`src/assert_macros.svh`:
```
// assertion macros shared by the interpolator rtl
// expects i_clk and i_rst_n in the including module
`ifndef ASSERT_MACROS_SVH
`define ASSERT_MACROS_SVH

// property holds on every clock outside reset
`define PLI_ASSERT(lbl, prop, msg) \
    lbl: assert property (@(posedge i_clk) disable iff (!i_rst_n) (prop)) else $error(msg);

// consequent holds in the cycle after the antecedent
`define PLI_ASSERT_NEXT(lbl, ante, cons, msg) \
    lbl: assert property (@(posedge i_clk) disable iff (!i_rst_n) (ante) |=> (cons)) \
        else $error(msg);

`endif

```
`src/pli_pkg.sv`:
```
// package for the piecewise linear interpolator
// table sizes, request and status codes; no dependencies
package pli_pkg;
    localparam int MAX_POINTS = 64;
    localparam int ADDR_W     = $clog2(MAX_POINTS);
    localparam int CNT_W      = $clog2(MAX_POINTS + 1);
    localparam int DATA_W     = 32;

    typedef enum logic [1:0] {
        REQ_CLEAR  = 2'd0,
        REQ_INSERT = 2'd1,
        REQ_QUERY  = 2'd2,
        REQ_NONE   = 2'd3
    } t_req;

    typedef enum logic [1:0] {
        ST_OK     = 2'd0,
        ST_BOUNDS = 2'd1,
        ST_FULL   = 2'd2,
        ST_EMPTY  = 2'd3
    } t_status;
endpackage

```
`src/pli_div.sv`:
```
// restoring divider, one quotient bit per cycle, 64-bit dividend by 32-bit divisor
// depends on pli_pkg and assert_macros.svh
`include "assert_macros.svh"
module pli_div import pli_pkg::*; (
    input  logic                  i_clk,
    input  logic                  i_rst_n,
    input  logic                  i_start,
    input  logic [2*DATA_W-1:0]   i_dividend,
    input  logic [DATA_W-1:0]     i_divisor,
    output logic                  o_done,
    output logic [DATA_W-1:0]     o_quotient
);
    localparam int STEP_W = $clog2(2 * DATA_W);

    logic                r_busy;
    logic                r_done;
    logic [STEP_W-1:0]   r_step;
    logic [DATA_W:0]     r_rem;
    logic [2*DATA_W-1:0] r_dvd;
    logic [DATA_W-1:0]   r_dvs;
    logic [DATA_W:0]     rem_sh;
    logic                fits;

    assign rem_sh = {r_rem[DATA_W-1:0], r_dvd[2*DATA_W-1]};
    assign fits   = rem_sh >= {1'b0, r_dvs};

    always_ff @(posedge i_clk) begin
        if (!i_rst_n) begin
            r_busy <= 1'b0;
            r_done <= 1'b0;
            r_step <= '0;
        end else begin
            r_done <= 1'b0;
            if (i_start) begin
                r_busy <= 1'b1;
                r_step <= '0;
                r_rem  <= '0;
                r_dvd  <= i_dividend;
                r_dvs  <= i_divisor;
            end else if (r_busy) begin
                r_rem  <= fits ? rem_sh - {1'b0, r_dvs} : rem_sh;
                r_dvd  <= {r_dvd[2*DATA_W-2:0], fits};
                r_step <= r_step + 1'b1;
                if (r_step == STEP_W'(2 * DATA_W - 1)) begin
                    r_busy <= 1'b0;
                    r_done <= 1'b1;
                end
            end
        end
    end

    assign o_done     = r_done;
    assign o_quotient = r_dvd[DATA_W-1:0];

    `PLI_ASSERT_NEXT(a_start_busy, i_start, r_busy, "divider did not start")
    `PLI_ASSERT(a_done_idle, !(r_done && r_busy), "divider done while busy")
    `PLI_ASSERT_NEXT(a_done_pulse, r_done, !r_done, "divider done held")
endmodule

```
`config.mk`:
```
export PLATFORM = sky130hd
export DESIGN_NAME = pli_div
export DESIGN_NICKNAME = d
export VERILOG_FILES = /design/src/pli_pkg.sv /design/src/pli_div.sv
export VERILOG_INCLUDE_DIRS = /design/src /design/src/src
export SDC_FILE = /design/constraint.sdc
export NUM_CORES = 1
export LEC_CHECK = 0
export BUFFER_PORTS_ARGS = -buffer_cell sky130_fd_sc_hd__buf_2
export CORE_MARGIN = 4
export CORE_UTILIZATION = 61
export CTS_CLUSTER_DIAMETER = 60
export CTS_CLUSTER_SIZE = 12
export DETAILED_ROUTE_END_ITERATION = 8
export PLACE_DENSITY_LB_ADDON = 0.25
export REMOVE_ABC_BUFFERS = 1
export SLEW_MARGIN = 20
export SYNTH_ARGS = -nofsm -noshare
export SYNTH_HDL_FRONTEND = slang
export SYNTH_SLANG_ARGS = --single-unit
```
`constraint.sdc`:
```
create_clock -name i_clk -period 9.49 [get_ports i_clk]
set_input_delay 0 -clock i_clk [delete_from_list [all_inputs] [get_ports i_clk]]
set_output_delay 0 -clock i_clk [all_outputs]
set_load 0.05 [all_outputs]
```
==> run metrics, run 1 <==
outcome=complete, no violations; CP Class=flip-flop to flip-flop; P_leak=0.00393 µW; peak supply drop=0.000128 V; Worst Path Arrival=3.74 ns; Levels on crit path=10; Die ar.=14,700 µm²; initial antenna violation count=1; most common cell in the synthesized netlist=edfxtp_1; design area=9920 µm²; clock root cell=clkbuf_16; cell mode on critical path=a21oi_1; crit path from=r_rem[21]; remaining antenna violation count=0; total CTS buffers=17; DRC=0; Min-Delay Path Class=primary input to flip-flop; CTS tree=done; clock buffer depth=2; first-pass GRT wire length=36,300 µm; maxcap violations=0; effective utilization at floorplan=62.1%; Site Rows=41; setup bufs post-CTS=0; cell taking the most area after synthesis=edfxtp_1; Fillers=709; Pwr Total=1840 µW; ys async rst share=0%; Pre-antenna DRT Iters=6; routability congestion estimate=0.948; metal1 wirelength=8640 µm; via count=6,512; nets@finish=1,000; FF-to-FF path depth=10; Final min period=3.48 ns; Reg-to-Reg End=r_rem[10]; Die Wd=121 µm; clk_lat worst skew=0.43 ns; port bufs=131; mux contribution to synthesized area=9.49%; Post-synth EDFFs=128; FF+latch count, synth=136; Yosys Warn Count=0; Routed WL=22,800 µm; crit path buf inv count=1; hold depth=2; Top Layer Used=met4; CP required=9.75 ns; Post-CTS Resized=0; Slew Viols, Final=0; RSZ-0062 raised after global routing=false; final core utilization=78.9%; met3 wire len=2190 µm; Layout area overhead=27.1%; critical path fanouts, max=15; commonest cells in the netlist=edfxtp_1 (128), mux2_2 (64), a21oi_1 (54); pin count of the biggest net entering global routing=79; clock sinks=136; Post-Synth XOR/XNOR Area=2.92%; Power Dens Cells=186 nW/µm²; Critical Path Slowest Stage Cell=or3_1; cell count after synthesis=677; worst-path cell chain=ha_1, a21o_1, a21oi_1, o21ai_0, or3_4, a2111oi_4, or3_1, buf_4, nand3_1, a21oi_1; detailed placement HPWL=12,400 µm; crit-path leading delay family=compound AO/OA/AOI/OAI gates; Avg Vias per Cell=6.18; core area=12,600 µm²; Min-Delay Startpoint=i_start; Max-slew headroom=32.0%; Placed Area=8340 µm²; metal2 WL=11,200 µm; share of the yosys chip area belonging to registers=51.3%; Hold Vio Cnt, Final=0; Yosys top cell area share=49.3%; clock slew at reported path FFs=0.06 ns; Primary FF master, synth=edfxtp_1; Die Y=121 µm; Max stage delay on crit path=0.58 ns; crit path to=r_rem[10]; final setup fails=0; compound-cell area share of the yosys netlist=14.0%; top cells by area, synth=edfxtp_1 (49%), mux2_2 (9.2%), ha_1 (5.3%), a21oi_1 (3.5%), buf_4 (3.1%); hold-fix buffers at CTS=97; wire per inst=21.7 µm; Syn Std Cell Area=7800 µm²; Crit Reg-Reg Startpoint=r_rem[21]; share of cells above drive strength 1=28.2%; Worst setup SP type=flip-flop; period utilization=36.6%; R2R setup slack=6.01 ns; Synth Area in Adders=5.55%; CP endpoint kind=flip-flop; FMAX=288 MHz; Initial DRC Count=687; total grt overflow=0; largest family of logic cells by synthesized area=compound AO/OA/AOI/OAI gates; Setup TNS=0 ns; number of global-route vias before repair=6,866; io pins=132; syn_area_per_cell=11.5 µm²; WHS=0.115 ns; Total GRT Usage=32.4%; Worst Skew=0.0156 ns; Worst Tran Pin Value=1.02 ns; Simple-Gate Fraction of Synth Area=9.70%; H-tree depth=4; Synth cell types=68
==> through the flow <==
stage | setup slack [ns] | cells
floorplan | 6.15 | 613
global placement | 6.25 | 921
detailed placement | 6.12 | 921
CTS | 6.06 | 1050
global route | 5.79 | 1053
finish | 6.01 | 1053
==> sequential cells by signal, summed over array words and instances (netlist names) <==
signal / count
r_dvs: 32
r_busy: 1
r_rem: 32
r_dvd: 64
o_done: 1
r_step: 6
==> layout make-up <==
class                      instances  area [µm²]  area share [%]
inverter                          41         154            1.55
sequential                       136        4000            40.4
clock buffer                      19         433            4.36
multi-input combinational        436        3270            33.0
antenna                            1        2.50          0.0252
tap                              172         215            2.17
timing repair buffer             235        1700            17.1
clock inverter                    13         144            1.45
==> layout by cell type (no fill, tap or decap), drive strengths merged, types with 3 or more instances in the layout <==
cell type      n
o311ai         3
a211o          5
or3            7
clkbuf        19
dlygate4sd3   97
xnor2         16
a211oi        11
nand2b         8
o21a           5
o2bb2ai        4
nand4         10
xor2          10
ha            33
nand3         31
nand2         21
buf          138
nor2          28
and2           5
a31oi          5
edfxtp       128
o211ai         7
a21o          11
a2111oi        4
clkinv         4
clkinvlp       3
inv           45
mux2          64
nor2b          3
o21ai         37
a21oi         54
dfxtp          8
nor3          16
nor4           5
==> power by group <==
part           internal [µW]  switching [µW]  total [µW]
clock network            389             272         661
registers                715            23.8         739
logic                    184             260         445
total                   1290             556        1840
==> cells by family after synthesis <==
kind of cell               after synthesis
AOI/OAI and AO/OA                      166
xor gates and xnor gates                26
adders and majority gates               34
buffers and inverters                  105
DFF                                    136
muxes                                   66
and+or+nand+nor                        144
==> how the worst min path moves through the flow <==
| stage | to |
|---|---|
| after floorplan | r_dvs[0] |
| after global placement | r_dvs[23] |
| after detailed placement | r_dvs[1] |
| after CTS | r_rem[18] |
| after global routing | r_rem[18] |
| final | r_rem[12] |
==> routing by layer <==
layer	GRT usage [%]	up-vias
met3	8.53	77
met2	53.6	425
met5	0	-
met4	14.0	0
li1	-	2902
met1	40.2	3108
Note: power is estimated with default switching activity, not from simulation.
==> run 2, diff against run 1 <==
--- a/config.mk
+++ b/config.mk
@@ -8,7 +8,7 @@
 export LEC_CHECK = 0
 export BUFFER_PORTS_ARGS = -buffer_cell sky130_fd_sc_hd__buf_2
 export CORE_MARGIN = 4
-export CORE_UTILIZATION = 61
+export CORE_UTILIZATION = 57
 export CTS_CLUSTER_DIAMETER = 60
 export CTS_CLUSTER_SIZE = 12
 export DETAILED_ROUTE_END_ITERATION = 8
==> constraint.sdc (replaced) <==
create_clock -name i_clk -period 3.6 [get_ports i_clk]
set_input_delay 0 -clock i_clk [delete_from_list [all_inputs] [get_ports i_clk]]
set_output_delay 0 -clock i_clk [all_outputs]
set_load 0.05 [all_outputs]
==> run metrics, run 2 (synthesis results as in run 1) <==
outcome=complete, no violations; Initial DRC Count=576; Die Wd=125 µm; RSZ-0062 raised after global routing=false; number of global-route vias before repair=6,585; Top reg by flops=r_dvd; detailed placement HPWL=12,900 µm; CP required=3.73 ns; first-pass GRT wire length=36,000 µm; clock root cell=clkbuf_16; Worst setup SP type=flip-flop; clock buffer depth=2; via count=6,357; Power Dens Cells=483 nW/µm²; wire per inst=21.2 µm; total grt overflow=0; share of cells above drive strength 1=28.7%; Layout area overhead=27.2%; Min-Delay Path Class=primary input to flip-flop; Setup TNS=0 ns; Avg Vias per Cell=5.99; maxcap violations=0; io pins=132; commonest non-fill, non-tap cell in the layout=buf_2; Hold Vio Cnt, Final=0; Pre-antenna DRT Iters=5; Worst Tran Pin Value=0.824 ns; Die ar.=15,600 µm²; critical path fanouts, max=4; Worst Path Arrival=3.31 ns; total CTS buffers=17; CP Class=flip-flop to flip-flop; effective utilization at floorplan=58.5%; period utilization=88.4%; most frequent cells in the layout=buf_2 (130), edfxtp_1 (128), dlygate4sd3_1 (96); Worst Skew=0.0168 ns; peak supply drop=0.000337 V; Routed WL=22,500 µm; Site Rows=42; initial antenna violation count=1; P_leak=0.00395 µW; Pwr Total=4800 µW; Total GRT Usage=29.0%; Die Y=125 µm; remaining antenna violation count=0; final setup fails=0; max reg flops=64; H-tree depth=4; pin count of the biggest net entering global routing=68; clk_lat worst skew=0.43 ns; CTS tree=done; DRC=0; nets@finish=1,005; CP endpoint kind=flip-flop; Max-slew headroom=43.6%; FMAX=314 MHz; routability congestion estimate=0.934; Final min period=3.18 ns; core area=13,300 µm²; Slew Viols, Final=0; Fillers=871; clock slew at reported path FFs=0.07 ns; registers with the most flip-flops=r_dvd x64, r_dvs x32, r_rem x32; port bufs=131; clock sinks=136
==> run 2: critical path, cell delays in order, from the launching register on <==
cell	delay, ns
edfxtp_1	0.35
inv_1	0.05
ha_1	0.22
fa_1	0.41
nand2b_1	0.20
a211o_1	0.31
a21o_1	0.22
o211ai_1	0.42
a2111oi_0	0.19
a311o_1	0.35
o21ai_0	0.08
a21oi_1	0.09
==> run 2: final timing paths <==
kind / start / end / slack (ns) / depth (start not counted)
setup / recovery: r_dvd[63] / r_rem[26] / 0.42 / 11
hold / removal: i_rst_n / r_step[1] / 0.06 / 3
setup reg to reg: r_dvd[63] / r_rem[26] / 0.42 / 11
hold reg to reg: r_step[5] / r_step[5] / 0.51 / 2
==> run 2: layout make-up <==
class	instances	area (µm²)	area share, %
flip-flops and latches	136	4000	40.3
multi-input cells	436	3270	32.9
repair buffers	240	1730	17.4
clock buffers	18	429	4.32
well taps	176	220	2.22
inverters	41	154	1.55
clock inverters	13	119	1.20
diodes	1	2.50	0.0252
==> run 2: metal layers <==
layer / vias up / global-route usage (%) / part of all wire, %
li1: 2909 / - / -
met1: 3031 / 36.4 / 40
met2: 352 / 48.2 / 49
met3: 65 / 7.38 / 7.8
met4: 0 / 12.1 / 3.6
met5: - / 0 / 0
==> run 2: where the power goes <==
| part | leakage [µW] | total (µW) | internal (µW) | switching, µW |
|---|---|---|---|---|
| clock network | 0.000267 | 1680 | 954 | 722 |
| registers | 0.00129 | 1940 | 1880 | 58.4 |
| logic | 0.00239 | 1180 | 495 | 686 |
| total | 0.00395 | 4800 | 3330 | 1470 |
==> run 2: through the flow <==
step	instance area, µm²	worst slack (ns)	util (%)	hold WS (ns)	instances
floorplan	7410	0.262	-	0.0989	613
global placement	8420	0.521	63.0	0.176	933
detailed placement	8420	0.485	63.0	0.178	933
CTS	9920	0.439	74.4	0.00985	1060
global route	9930	0.193	74.4	0.0905	1061
finish	9930	0.417	74.4	0.0649	1061
==> run 2: timing repair <==
| item | 4_1_cts | 5_1_grt |
|---|---|---|
| endpoints found under the setup margin | 0 | 0 |
| endpoints found under the hold margin | 96 | 0 |
| hold buffers | 96 | 0 |
| resized for setup | 0 | 0 |
| buffers inserted | 0 | 0 |
